[src/rtl/core/gcb_pkg.sv]
// shared types, constants and microcode encodings for the graph coloring search core
package gcb_pkg;

   localparam int MAX_VERTICES = 16;
   localparam int MAX_COLORS   = 15;
   localparam int VERT_W       = $clog2(MAX_VERTICES);
   localparam int COLOR_W      = $clog2(MAX_COLORS + 1);
   localparam int VCOUNT_W     = VERT_W + 1;
   localparam int CSR_INDEX_W  = 2;
   localparam int CSR_DATA_W   = (VCOUNT_W > COLOR_W) ? VCOUNT_W : COLOR_W;
   localparam int UPC_W        = 4;

   // item op codes
   localparam logic [1:0] OP_LOAD    = 2'd0;
   localparam logic [1:0] OP_RESTART = 2'd1;
   localparam logic [1:0] OP_NEXT    = 2'd2;

   // register indexes
   localparam logic [CSR_INDEX_W-1:0] CSR_VERTEX_COUNT = 2'd0;
   localparam logic [CSR_INDEX_W-1:0] CSR_COLOR_COUNT  = 2'd1;

   typedef struct packed {
      logic [1:0]              op;
      logic [VERT_W-1:0]       row_vertex;
      logic [MAX_VERTICES-1:0] row_bits;
   } req_type;

   typedef struct packed {
      logic [VERT_W-1:0]  vertex;
      logic [COLOR_W-1:0] color;
      logic               found;
      logic               last;
   } rsp_type;

   typedef logic [UPC_W-1:0] upc_type;

   typedef enum logic [3:0] {
      UOP_NOP,
      UOP_LOAD_K,
      UOP_INC_COLOR,
      UOP_K_UP,
      UOP_K_DOWN,
      UOP_SET_EXH,
      UOP_SET_SOL,
      UOP_EMIT_NONE,
      UOP_EMIT_SOL,
      UOP_END
   } uop_type;

   typedef enum logic [2:0] {
      COND_NEVER,
      COND_ALWAYS,
      COND_EXH,
      COND_COLOR_ZERO,
      COND_CONFLICT,
      COND_K_LAST,
      COND_K_ZERO,
      COND_K_NOT_LAST
   } cond_type;

   typedef struct packed {
      uop_type  uop;
      cond_type cond;
      logic     wait_out;
      upc_type  target;
   } ctrl_type;

   typedef struct packed {
      logic exhausted;
      logic color_zero;
      logic conflict;
      logic k_last;
      logic k_zero;
      logic out_busy;
   } flags_type;

   // microprogram step addresses
   localparam upc_type STEP_START     = 4'd0;
   localparam upc_type STEP_INC       = 4'd1;
   localparam upc_type STEP_ZERO      = 4'd2;
   localparam upc_type STEP_CHECK     = 4'd3;
   localparam upc_type STEP_LASTV     = 4'd4;
   localparam upc_type STEP_DEEP      = 4'd5;
   localparam upc_type STEP_BACK      = 4'd6;
   localparam upc_type STEP_BACK2     = 4'd7;
   localparam upc_type STEP_EXH       = 4'd8;
   localparam upc_type STEP_EXH_OUT   = 4'd9;
   localparam upc_type STEP_EMIT      = 4'd10;
   localparam upc_type STEP_EMIT_LOOP = 4'd11;
   localparam upc_type STEP_DONE      = 4'd12;

endpackage

[src/rtl/core/graph_coloring_backtrack_search_core.sv]
// one item at a time: load and restart items act directly on the datapath, a next item runs a microprogram
// of a setup step, then color trials, steps to go deeper and steps to backtrack, then streams
// a solution or the not-found result, and its emit steps stall while the result side holds off;
// the length of the search loop is data dependent
// reset clears the adjacency rows, all colors and the search position,
// and sets vertex_count to 1 and color_count to 3
module graph_coloring_backtrack_search_core import gcb_pkg::*; (
   input  logic                   clock,
   input  logic                   reset,
   input  logic                   req_valid,
   output logic                   req_ready,
   input  req_type                req_data,
   output logic                   rsp_valid,
   input  logic                   rsp_ready,
   output rsp_type                rsp_data,
   input  logic                   csr_valid,
   output logic                   csr_ready,
   input  logic [CSR_INDEX_W-1:0] csr_index,
   input  logic [CSR_DATA_W-1:0]  csr_data
);

   logic [VCOUNT_W-1:0] vertex_count_ff;
   logic [COLOR_W-1:0]  color_count_ff;
   logic [VERT_W-1:0]   last_vertex;
   logic                req_fire;
   logic                busy;
   flags_type           flags;
   ctrl_type            ctrl;

   assign req_ready = !busy;
   assign req_fire  = req_valid && req_ready;
   assign csr_ready = 1'b1;

   // out-of-range vertex counts clamp to 1..MAX_VERTICES
   always_comb begin
      if (vertex_count_ff == '0) begin
         last_vertex = '0;
      end else if (vertex_count_ff > VCOUNT_W'(MAX_VERTICES)) begin
         last_vertex = VERT_W'(MAX_VERTICES - 1);
      end else begin
         last_vertex = VERT_W'(vertex_count_ff - VCOUNT_W'(1));
      end
   end

   always_ff @(posedge clock) begin
      if (reset) begin
         vertex_count_ff <= VCOUNT_W'(1);
         color_count_ff  <= COLOR_W'(3);
      end else if (csr_valid && csr_ready) begin
         if (csr_index == CSR_VERTEX_COUNT) begin
            vertex_count_ff <= csr_data[VCOUNT_W-1:0];
         end else if (csr_index == CSR_COLOR_COUNT) begin
            color_count_ff <= csr_data[COLOR_W-1:0];
         end
      end
   end

   gcb_sequencer u_seq (
      .clock    (clock),
      .reset    (reset),
      .start    (req_fire && req_data.op == OP_NEXT),
      .flags    (flags),
      .busy     (busy),
      .ctrl_out (ctrl)
   );

   gcb_datapath u_dp (
      .clock       (clock),
      .reset       (reset),
      .ctrl        (ctrl),
      .load_row    (req_fire && req_data.op == OP_LOAD),
      .restart     (req_fire && req_data.op == OP_RESTART),
      .row_vertex  (req_data.row_vertex),
      .row_bits    (req_data.row_bits),
      .last_vertex (last_vertex),
      .color_count (color_count_ff),
      .flags       (flags),
      .rsp_valid   (rsp_valid),
      .rsp_ready   (rsp_ready),
      .rsp_data    (rsp_data)
   );

endmodule

[src/rtl/core/gcb_ucode_rom.sv]
// microprogram table: one control word per step
module gcb_ucode_rom import gcb_pkg::*; (
   input  upc_type  upc,
   output ctrl_type ctrl
);

   always_comb begin
      case (upc)
         STEP_START:     ctrl = '{UOP_LOAD_K,    COND_EXH,        1'b0, STEP_EXH_OUT};
         STEP_INC:       ctrl = '{UOP_INC_COLOR, COND_NEVER,      1'b0, STEP_START};
         STEP_ZERO:      ctrl = '{UOP_NOP,       COND_COLOR_ZERO, 1'b0, STEP_BACK};
         STEP_CHECK:     ctrl = '{UOP_NOP,       COND_CONFLICT,   1'b0, STEP_INC};
         STEP_LASTV:     ctrl = '{UOP_NOP,       COND_K_LAST,     1'b0, STEP_EMIT};
         STEP_DEEP:      ctrl = '{UOP_K_UP,      COND_ALWAYS,     1'b0, STEP_INC};
         STEP_BACK:      ctrl = '{UOP_NOP,       COND_K_ZERO,     1'b0, STEP_EXH};
         STEP_BACK2:     ctrl = '{UOP_K_DOWN,    COND_ALWAYS,     1'b0, STEP_INC};
         STEP_EXH:       ctrl = '{UOP_SET_EXH,   COND_NEVER,      1'b0, STEP_START};
         STEP_EXH_OUT:   ctrl = '{UOP_EMIT_NONE, COND_ALWAYS,     1'b1, STEP_DONE};
         STEP_EMIT:      ctrl = '{UOP_SET_SOL,   COND_NEVER,      1'b0, STEP_START};
         STEP_EMIT_LOOP: ctrl = '{UOP_EMIT_SOL,  COND_K_NOT_LAST, 1'b1, STEP_EMIT_LOOP};
         STEP_DONE:      ctrl = '{UOP_END,       COND_NEVER,      1'b0, STEP_START};
         default:        ctrl = '{UOP_END,       COND_NEVER,      1'b0, STEP_START};
      endcase
   end

endmodule

[src/rtl/core/gcb_sequencer.sv]
// step counter with conditional jumps, issues control words to the datapath
module gcb_sequencer import gcb_pkg::*; (
   input  logic      clock,
   input  logic      reset,
   input  logic      start,
   input  flags_type flags,
   output logic      busy,
   output ctrl_type  ctrl_out
);

   upc_type  pc_ff, pc_in;
   logic     busy_ff, busy_in;
   ctrl_type ctrl;
   logic     stall;
   logic     take;

   gcb_ucode_rom u_rom (
      .upc  (pc_ff),
      .ctrl (ctrl)
   );

   always_comb begin
      case (ctrl.cond)
         COND_NEVER:      take = 1'b0;
         COND_ALWAYS:     take = 1'b1;
         COND_EXH:        take = flags.exhausted;
         COND_COLOR_ZERO: take = flags.color_zero;
         COND_CONFLICT:   take = flags.conflict;
         COND_K_LAST:     take = flags.k_last;
         COND_K_ZERO:     take = flags.k_zero;
         COND_K_NOT_LAST: take = !flags.k_last;
         default:         take = 1'b0;
      endcase
   end

   // emit steps hold while the output register is still full
   assign stall = ctrl.wait_out && flags.out_busy;

   always_comb begin
      pc_in   = pc_ff;
      busy_in = busy_ff;
      if (!busy_ff) begin
         if (start) begin
            busy_in = 1'b1;
            pc_in   = STEP_START;
         end
      end else if (!stall) begin
         if (ctrl.uop == UOP_END) begin
            busy_in = 1'b0;
         end else if (take) begin
            pc_in = ctrl.target;
         end else begin
            pc_in = pc_ff + upc_type'(1);
         end
      end
   end

   always_ff @(posedge clock) begin
      if (reset) begin
         pc_ff   <= STEP_START;
         busy_ff <= 1'b0;
      end else begin
         pc_ff   <= pc_in;
         busy_ff <= busy_in;
      end
   end

   always_comb begin
      ctrl_out = ctrl;
      if (!busy_ff || stall) begin
         ctrl_out.uop = UOP_NOP;
      end
   end

   assign busy = busy_ff;

endmodule

[src/rtl/core/gcb_datapath.sv]
// adjacency rows, vertex colors, search position and the output register
module gcb_datapath import gcb_pkg::*; (
   input  logic                clock,
   input  logic                reset,
   input  ctrl_type            ctrl,
   input  logic                load_row,
   input  logic                restart,
   input  logic [VERT_W-1:0]   row_vertex,
   input  logic [MAX_VERTICES-1:0] row_bits,
   input  logic [VERT_W-1:0]   last_vertex,
   input  logic [COLOR_W-1:0]  color_count,
   output flags_type           flags,
   output logic                rsp_valid,
   input  logic                rsp_ready,
   output rsp_type             rsp_data
);

   typedef enum logic [1:0] {
      STATUS_FRESH,
      STATUS_SOLUTION,
      STATUS_EXHAUSTED
   } status_type;

   logic [MAX_VERTICES-1:0] adj_ff [MAX_VERTICES];
   logic [COLOR_W-1:0]      colors_ff [MAX_VERTICES];
   logic [VERT_W-1:0]       k_ff;
   status_type              status_ff;
   logic                    rsp_valid_ff;
   rsp_type                 rsp_ff;

   logic [COLOR_W-1:0] color_k;
   logic [COLOR_W:0]   color_inc;
   logic [COLOR_W-1:0] color_next;
   logic [VERT_W-1:0]  k_up;
   logic               conflict;
   logic               out_busy;
   logic               emit;

   assign color_k    = colors_ff[k_ff];
   assign color_inc  = {1'b0, color_k} + (COLOR_W+1)'(1);
   // past the color limit wraps to zero, which means backtrack
   assign color_next = (color_inc > {1'b0, color_count}) ? '0 : color_inc[COLOR_W-1:0];
   assign k_up       = k_ff + VERT_W'(1);

   always_comb begin
      conflict = 1'b0;
      for (int j = 0; j < MAX_VERTICES; j++) begin
         if (VERT_W'(j) < k_ff && adj_ff[j][k_ff] && colors_ff[j] == color_k) begin
            conflict = 1'b1;
         end
      end
   end

   assign out_busy = rsp_valid_ff && !rsp_ready;
   assign emit     = (ctrl.uop == UOP_EMIT_NONE) || (ctrl.uop == UOP_EMIT_SOL);

   assign flags.exhausted  = (status_ff == STATUS_EXHAUSTED);
   assign flags.color_zero = (color_k == '0);
   assign flags.conflict   = conflict;
   assign flags.k_last     = (k_ff == last_vertex);
   assign flags.k_zero     = (k_ff == '0);
   assign flags.out_busy   = out_busy;

   always_ff @(posedge clock) begin
      if (reset) begin
         for (int i = 0; i < MAX_VERTICES; i++) begin
            adj_ff[i]    <= '0;
            colors_ff[i] <= '0;
         end
         k_ff         <= '0;
         status_ff    <= STATUS_FRESH;
         rsp_valid_ff <= 1'b0;
      end else begin
         if (load_row) begin
            adj_ff[row_vertex] <= row_bits;
         end
         if (restart) begin
            for (int i = 0; i < MAX_VERTICES; i++) begin
               colors_ff[i] <= '0;
            end
            k_ff      <= '0;
            status_ff <= STATUS_FRESH;
         end
         case (ctrl.uop)
            UOP_LOAD_K: begin
               k_ff <= (status_ff == STATUS_SOLUTION) ? last_vertex : '0;
            end
            UOP_INC_COLOR: begin
               colors_ff[k_ff] <= color_next;
            end
            UOP_K_UP: begin
               k_ff            <= k_up;
               colors_ff[k_up] <= '0;
            end
            UOP_K_DOWN: begin
               k_ff <= k_ff - VERT_W'(1);
            end
            UOP_SET_EXH: begin
               status_ff <= STATUS_EXHAUSTED;
               k_ff      <= '0;
            end
            UOP_SET_SOL: begin
               status_ff <= STATUS_SOLUTION;
               k_ff      <= '0;
            end
            UOP_EMIT_SOL: begin
               // walk k through the solution, stopping on the last vertex
               if (k_ff != last_vertex) begin
                  k_ff <= k_up;
               end
            end
            default: begin
            end
         endcase
         if (emit) begin
            rsp_valid_ff <= 1'b1;
         end else if (rsp_ready) begin
            rsp_valid_ff <= 1'b0;
         end
      end
   end

   always_ff @(posedge clock) begin
      if (ctrl.uop == UOP_EMIT_SOL) begin
         rsp_ff <= '{k_ff, color_k, 1'b1, (k_ff == last_vertex)};
      end else if (ctrl.uop == UOP_EMIT_NONE) begin
         rsp_ff <= '{'0, '0, 1'b0, 1'b1};
      end
   end

   assign rsp_valid = rsp_valid_ff;
   assign rsp_data  = rsp_ff;

endmodule
[config.mk]
export PLATFORM = sky130hd
export DESIGN_NAME = graph_coloring_backtrack_search_core
export DESIGN_NICKNAME = d
export VERILOG_FILES = /design/src/rtl/core/gcb_pkg.sv /design/src/rtl/core/graph_coloring_backtrack_search_core.sv /design/src/rtl/core/gcb_ucode_rom.sv /design/src/rtl/core/gcb_sequencer.sv /design/src/rtl/core/gcb_datapath.sv
export SDC_FILE = /design/constraint.sdc
export NUM_CORES = 1
export LEC_CHECK = 0
export ABC_CLOCK_PERIOD_IN_PS = 5420
export BUFFER_PORTS_ARGS = -buffer_cell sky130_fd_sc_hd__buf_2
export CAP_MARGIN = 0
export CORE_MARGIN = 4
export CORE_UTILIZATION = 44
export CTS_BUF_LIST = sky130_fd_sc_hd__clkbuf_16
export DETAILED_ROUTE_END_ITERATION = 12
export HOLD_SLACK_MARGIN = 0.06
export PLACE_DENSITY_LB_ADDON = 0.3
export SLEW_MARGIN = 10
export SYNTH_ARGS = -nofsm -noshare
export SYNTH_HDL_FRONTEND = slang
export SYNTH_SLANG_ARGS = --single-unit
[constraint.sdc]
create_clock -name clock -period 5.42 [get_ports clock]
set_clock_uncertainty 0.15 [all_clocks]
set_input_delay 0.542 -clock clock [delete_from_list [all_inputs] [get_ports clock]]
set_output_delay 0.542 -clock clock [all_outputs]
set_load 0.005 [all_outputs]
==> impl_metrics.ini, run 1 <==
[sta]
drv_slew = 0
slew_headroom_pct = 22.5
setup_tns_ps = 0
hold_viol_final = 0
fin_crit_ps = 5020
setup_viol = 0
fmax_ghz = 0.199
worst-slew-pin-transition_ps = 1150
fin_crit_sh_pct = 92.6
fin_ws_ps = 399
rsz0062_at_grt = false

[die]
fp-row-count = 63
die_h_um = 181
dieArea_sq_um = 32800
ioPinCount = 47
fp.dieW_um = 181
core-area_sq_um = 29600
start_util_pct = 44.5

[global_routing]
grt_start_max_net_pins = 32
grt_pass1_wl_um = 51100
grt-ovfl-total = 0
grt_pass1_vias = 8719
antenna_found_initial = 0
grt_use_total_pct = 19.8

[clocking]
ctsHoldBuffers = 0
worstSkewPairLatency_ps = 550
clk_pin_slew_ps = 60
cts_tree = built
h-tree-depth = 1
cts_setup_buffers = 0
root_buffer = clkbuf_16
cts_buffers = 27
cts_sinks = 245
clockBufferDepth = 3
ctsResizeCount = 0

[critical_path]
reg2reg_setup_slack_ps = 400
rr_endpoint = u_seq.u_rom.ctrl[5]
startpoint = u_dp.k_ff[1]
crit_arrival_ps = 5280
critical_path_peak_fanout = 27
cp-endpoint = u_seq.u_rom.ctrl[5]
rr_startpoint = u_dp.k_ff[1]
crit_type = reg2reg
r2r_cells = 17
endpoint_kind = register
crit_required_ps = 5680
start_kind = register

[final_layout]
drive_gt1_share_pct = 16.2
finalNetCount = 1234
diodes = 0
synthToLayoutAreaGrowth_pct = 11.9

[place]
dp_slack_ps = 156
place_congestion = 0.922
portBuffers = 45
dp_hpwl_um = 23200

[flow_run]
max_cap_viol_count = 0

[synthesis]
async_flop_share_pct = 0
synth_ff_type = edfxtp_1
syn_avg_cell_area_sq_um = 11.5
yosysSeqAreaShare_pct = 53.2
syn_inst = 1152
synth_edf_count = 211
synth_area_sq_um = 13200
synth_cell_type_count = 77
ys.warnings.count = 0
syn_nets = 1202
ys_ff_latch = 245

[pwr]
cellLeakagePower_nw = 5.37
power_density_nw_per_um2 = 303
ir_worst_vdd_mv = 0.238

[routing]
vias = 8921
detail-route-antenna-nets = 0
wl_per_cell_um = 20.7
viasPerCell = 5.59
drt_iter0_markers = 936
totalWireLength_um = 33000
firstDrtPassIters = 6
route.detailed.drc = 0

[worst_hold_path]
hold_path.class = in2reg

[run_status]
status = completed
## worst max-delay path, stage by stage (launching register included)
cell	delay [ps]
dfxtp_4	650
buf_4	330
mux2i_1	140
a22oi_1	190
nand2_2	200
o21ai_1	270
buf_4	200
xor2_1	150
nor4_1	60
or4_1	460
nor4_2	430
o21ai_1	170
a311oi_2	440
nor2_1	150
ha_1	290
or3_1	380
o221ai_1	170
a31oi_1	60
## stage by stage
step / total power (W) / hold slack [ps] / area, sq um / utilization (%) / std cells
after floorplan: 0.00246 / 301 / 13200 / - / 1152
after global placement: 0.00261 / 341 / 13800 / 46.7 / 1545
after detailed placement: 0.00261 / 338 / 13800 / 46.7 / 1545
after CTS: 0.00452 / 62.0 / 14800 / 49.8 / 1595
after global routing: 0.00464 / 92.1 / 14800 / 49.9 / 1595
final: 0.00448 / 85.3 / 14800 / 49.9 / 1595
## cell usage after synthesis (26+ instances only)
master,count,area [sq um]
a21oi_1,26,130
and2_1,148,926
clkbuf_1,54,203
dfxtp_1,34,681
edfxtp_1,211,6340
mux2i_1,38,380
mux4_2,39,878
nand2_1,83,312
nand3_1,28,140
nor2_1,121,454
nor3_1,28,140
o21ai_0,34,170
xnor2_1,52,455
xor2_1,27,236
## cells by family (layout without fill, tap and decap cells)
group                    Yosys count  after routing  synth area share (%)
adder cells (fa/ha/maj)           18             18                  1.67
other                              1              1                0.0284
XOR/XNOR                          79             79                  5.24
buffers and inverters            103            156                  3.53
multiplexers                      86             86                  10.5
AO/OA/AOI/OAI                    135            135                  6.84
AND/OR/NAND/NOR                  485            485                  19.0
flip-flops                       245            245                  53.2
## per-layer routing
layer  wire [um]  share of wire [%]  track usage, %  vias to the layer above
li1            -                  -               -                     4214
met1       14100                 43            27.4                     4327
met2       15500                 47            32.2                      318
met3        2250                6.8            3.14                       62
met4        1110                3.4            6.06                        0
met5           0                  0               0                        -
## layout by cell type, fill, tap and decap left out, types with 5 or more instances in the layout
master,netlist,routed
edfxtp_1,211,211
and2_1,148,148
nor2_1,121,121
nand2_1,83,83
xnor2_1,52,52
buf_2,9,45
mux4_2,39,39
mux2i_1,38,38
buf_4,8,36
o21ai_0,34,34
dfxtp_1,34,31
nand3_1,28,28
nor3_1,28,28
xor2_1,27,27
clkbuf_16,0,27
a21oi_1,26,26
inv_1,20,22
ha_1,16,16
a22oi_1,15,15
nor2b_1,10,10
nand4_1,9,9
a31oi_1,9,9
o31ai_1,8,8
nand2b_1,8,8
clkinv_1,1,7
nor3b_1,7,7
o211ai_1,6,6
or2_2,6,6
nor4_1,6,5
and3_1,5,5
clkinv_2,0,5
bufinv_16,0,5
## how the worst min path moves through the flow
stage,to,startpoint,slack (ps),cells after the start
CTS,vertex_count_ff[4],csr_data[4],60,3
floorplan,color_count_ff[0],color_count_ff[0],300,2
detailed placement,color_count_ff[0],color_count_ff[0],340,2
global placement,color_count_ff[3],color_count_ff[3],340,2
global route,vertex_count_ff[0],csr_data[0],90,3
finish,vertex_count_ff[4],csr_data[4],90,3
## power breakdown
part,internal [W],switching (W),total [W]
sequential,0.00210,0.0000485,0.00215
combinational,0.000159,0.000268,0.000427
clock,0.00115,0.000758,0.00191
total,0.00341,0.00107,0.00448
## layout make-up
type                    instances  area, sq um
clock buffers                  27          676
clock inverters                23          256
fillers                      2687        14900
inverters                      24         90.1
multi-input cells             804         5730
flip-flops and latches        245         7030
well taps                     390          488
repair buffers                 82          515
## flip-flops by register name (all words and copies together), names as in the netlist
signal / cells
u_seq.busy: 1
u_seq.u_rom.ctrl: 12
u_dp.colors_ff: 64
u_dp.adj_ff: 138
u_dp.rsp_valid: 1
u_seq.pc_ff: 4
color_count_ff: 4
u_dp.rsp_data: 10
u_dp.status_ff: 2
vertex_count_ff: 5
u_dp.k_ff: 4
(Power assumes the default switching activity.)
==> run 2: changes to the inputs <==
--- a/config.mk
+++ b/config.mk
@@ -9,5 +9,4 @@
 export BUFFER_PORTS_ARGS = -buffer_cell sky130_fd_sc_hd__buf_2
-export CAP_MARGIN = 0
 export CORE_MARGIN = 4
-export CORE_UTILIZATION = 44
+export CORE_UTILIZATION = 52
 export CTS_BUF_LIST = sky130_fd_sc_hd__clkbuf_16
--- a/constraint.sdc
+++ b/constraint.sdc
@@ -4,2 +4,2 @@
 set_output_delay 0.542 -clock clock [all_outputs]
-set_load 0.005 [all_outputs]
+set_load 0.1 [all_outputs]
==> run 2 against run 1 <==
- register-to-register slack got worse by 90 ps
- sequential power about the same
- first-iteration DRC count down 19%
- combinational power hardly changed
- hold slack improved by 3.3 ps
- fmax decreased by 1.7%
- critical path depth up 1
- total power is 7.4% lower
- clock power decreased by 17%
- largest cell class unchanged
==> impl_metrics.ini, run 2 (synthesis results as in run 1) <==
[critical_path]
cpPeakStageDelay_ps = 750
endpoint_kind = register
cp_slowest_cell = o21ai_1
crit_buf_inv = 3
r2r_cells = 18
rr_endpoint = u_seq.u_rom.ctrl[5]
critical_path_peak_fanout = 15
reg2reg_setup_slack_ps = 310
crit_arrival_ps = 5370
worstPathCellList = mux2i_1, a22oi_1, nand2_2, o21ai_1, buf_4, xor2_1, nor4_1, or4_1, nor4_1, buf_4, o2111ai_1, o211a_1, nor2_1, inv_1, ha_1, or3_1, o221ai_1, a31oi_1
critPathTopFamily = compound AO/OA/AOI/OAI gates
crit_type = reg2reg
start_kind = register
rr_startpoint = u_dp.k_ff[1]
crit_required_ps = 5680

[global_routing]
antenna_found_initial = 1
grt-ovfl-total = 0
grt_start_max_net_pins = 49
grt_pass1_wl_um = 51000
grt_pass1_vias = 9088
grt_use_total_pct = 23.1

[die]
fp-row-count = 58
ioPinCount = 47
core-area_sq_um = 25100
start_util_pct = 52.6
fp.dieW_um = 167
dieArea_sq_um = 28000
die_h_um = 167

[routing]
viasPerCell = 5.89
vias = 8957
firstDrtPassIters = 6
wl_per_cell_um = 21.3
totalWireLength_um = 32400
route.detailed.drc = 0
drt_iter0_markers = 754
detail-route-antenna-nets = 0

[sta]
setup_tns_ps = 0
fin_ws_ps = 312
hold_viol_final = 0
rsz0062_at_grt = false
worst-slew-pin-transition_ps = 1200
setup_viol = 0
fin_crit_sh_pct = 94.2
slew_headroom_pct = 19.1
drv_slew = 0
fmax_ghz = 0.196
fin_crit_ps = 5110

[clocking]
cts_buffers = 26
clk_pin_slew_ps = 60
clockBufferDepth = 3
ctsHoldBuffers = 0
root_buffer = clkbuf_16
ctsResizeCount = 0
worstSkewPairLatency_ps = 540
cts_tree = built
cts_sinks = 245
h-tree-depth = 1

[final_layout]
instances_no_fill = 1520
final_common_cell = edfxtp_1
regArea_sq_um = 7030
synthToLayoutAreaGrowth_pct = 9.41
drive_gt1_share_pct = 14.7
finalNetCount = 1223
layout_common_cells = edfxtp_1, and2_1, nor2_1
largest_register_ffs = 138
multiInputGateArea_sq_um = 5720
finalInstanceArea_sq_um = 14400
n_fill_cell = 2127
largest-register = u_dp.adj_ff
diodes = 0

[place]
place_congestion = 0.957
postPlaceCellArea_sq_um = 13700
dp_slack_ps = 196
dp_cells = 1474
dp_hpwl_um = 22500
portBuffers = 45

[pwr]
cellLeakagePower_nw = 5.24
power_density_nw_per_um2 = 288
ir_worst_vdd_mv = 0.311
finalPower_w = 0.00415

[worst_hold_path]
whs_path_depth = 3
hold_path.class = in2reg
holdPathEnd = color_count_ff[0]
hold_path.startpoint = csr_data[0]

[run_status]
status = completed

[flow_run]
max_cap_viol_count = 0
-- run 2: cell types whose count changed in the layout (fill, tap and decap cells not counted), sizes merged --
cell,delta
buf,-10
bufinv,-5
clkinvlp,-2
inv,+2
clkbuf,-1
clkinv,+1
-- run 2: layout make-up --
cell class	instances	share of cell area, %
Clock buffer	26	4.50
Tap cell	330	2.86
Sequential cell	245	48.6
Timing Repair Buffer	72	3.10
Clock inverter	19	0.676
Inverter	24	0.624
Multi-Input combinational cell	804	39.6
-- run 2: power by group --
group / switching [W] / internal [W]
registers: 0.0000431 / 0.00210
logic: 0.000276 / 0.000154
clock network: 0.000714 / 0.000867
total: 0.00103 / 0.00312
-- run 2: worst max-delay path by stage --
stage / from / end / slack [ps] / cells after the start
floorplan: u_dp.k_ff[1] / u_seq.u_rom.ctrl[5] / 810 / 19
global placement: u_dp.k_ff[1] / u_seq.u_rom.ctrl[5] / 320 / 17
detailed placement: u_dp.k_ff[1] / u_seq.u_rom.ctrl[5] / 200 / 17
CTS: u_dp.k_ff[1] / u_seq.u_rom.ctrl[5] / 170 / 17
global route: u_dp.k_ff[1] / u_seq.u_rom.ctrl[5] / 10 / 17
finish: u_dp.k_ff[1] / u_seq.u_rom.ctrl[5] / 310 / 18
-- run 2: per-layer routing --
metal  track usage (%)  up-vias  wire length [um]
met4              9.42        2              1440
li1                  -     4193                 -
met3              3.80      102              1980
met5                 0        -                17
met2              38.6      351             15600
met1              30.1     4309             13400
-- run 2: what timing repair did --
| action | CTS | global route |
|---|---|---|
| setup buffers | 0 | 1 |
| setup endpoints to repair | 0 | 1 |
| endpoints found under the hold margin | 0 | 0 |
-- run 2: through the flow --
step | hold WS, ps | util (%)
after floorplan | 301 | -
after detailed placement | 344 | 54.5
after CTS | 77.1 | 57.5
after global routing | 107 | 57.5
after global placement | 336 | 54.5
final | 88.6 | 57.5
-- run 2: worst reg2reg max path, delay by kind of cell (launching register included) --
family                     cells  cell delay, ps
and+or+nand+nor                6            1570
muxes                          1             130
adders and majority gates      1             260
DFF                            1             520
buffers and inverters          3             620
xor gates and xnor gates       1             170
AOI/OAI and AO/OA              6            1580
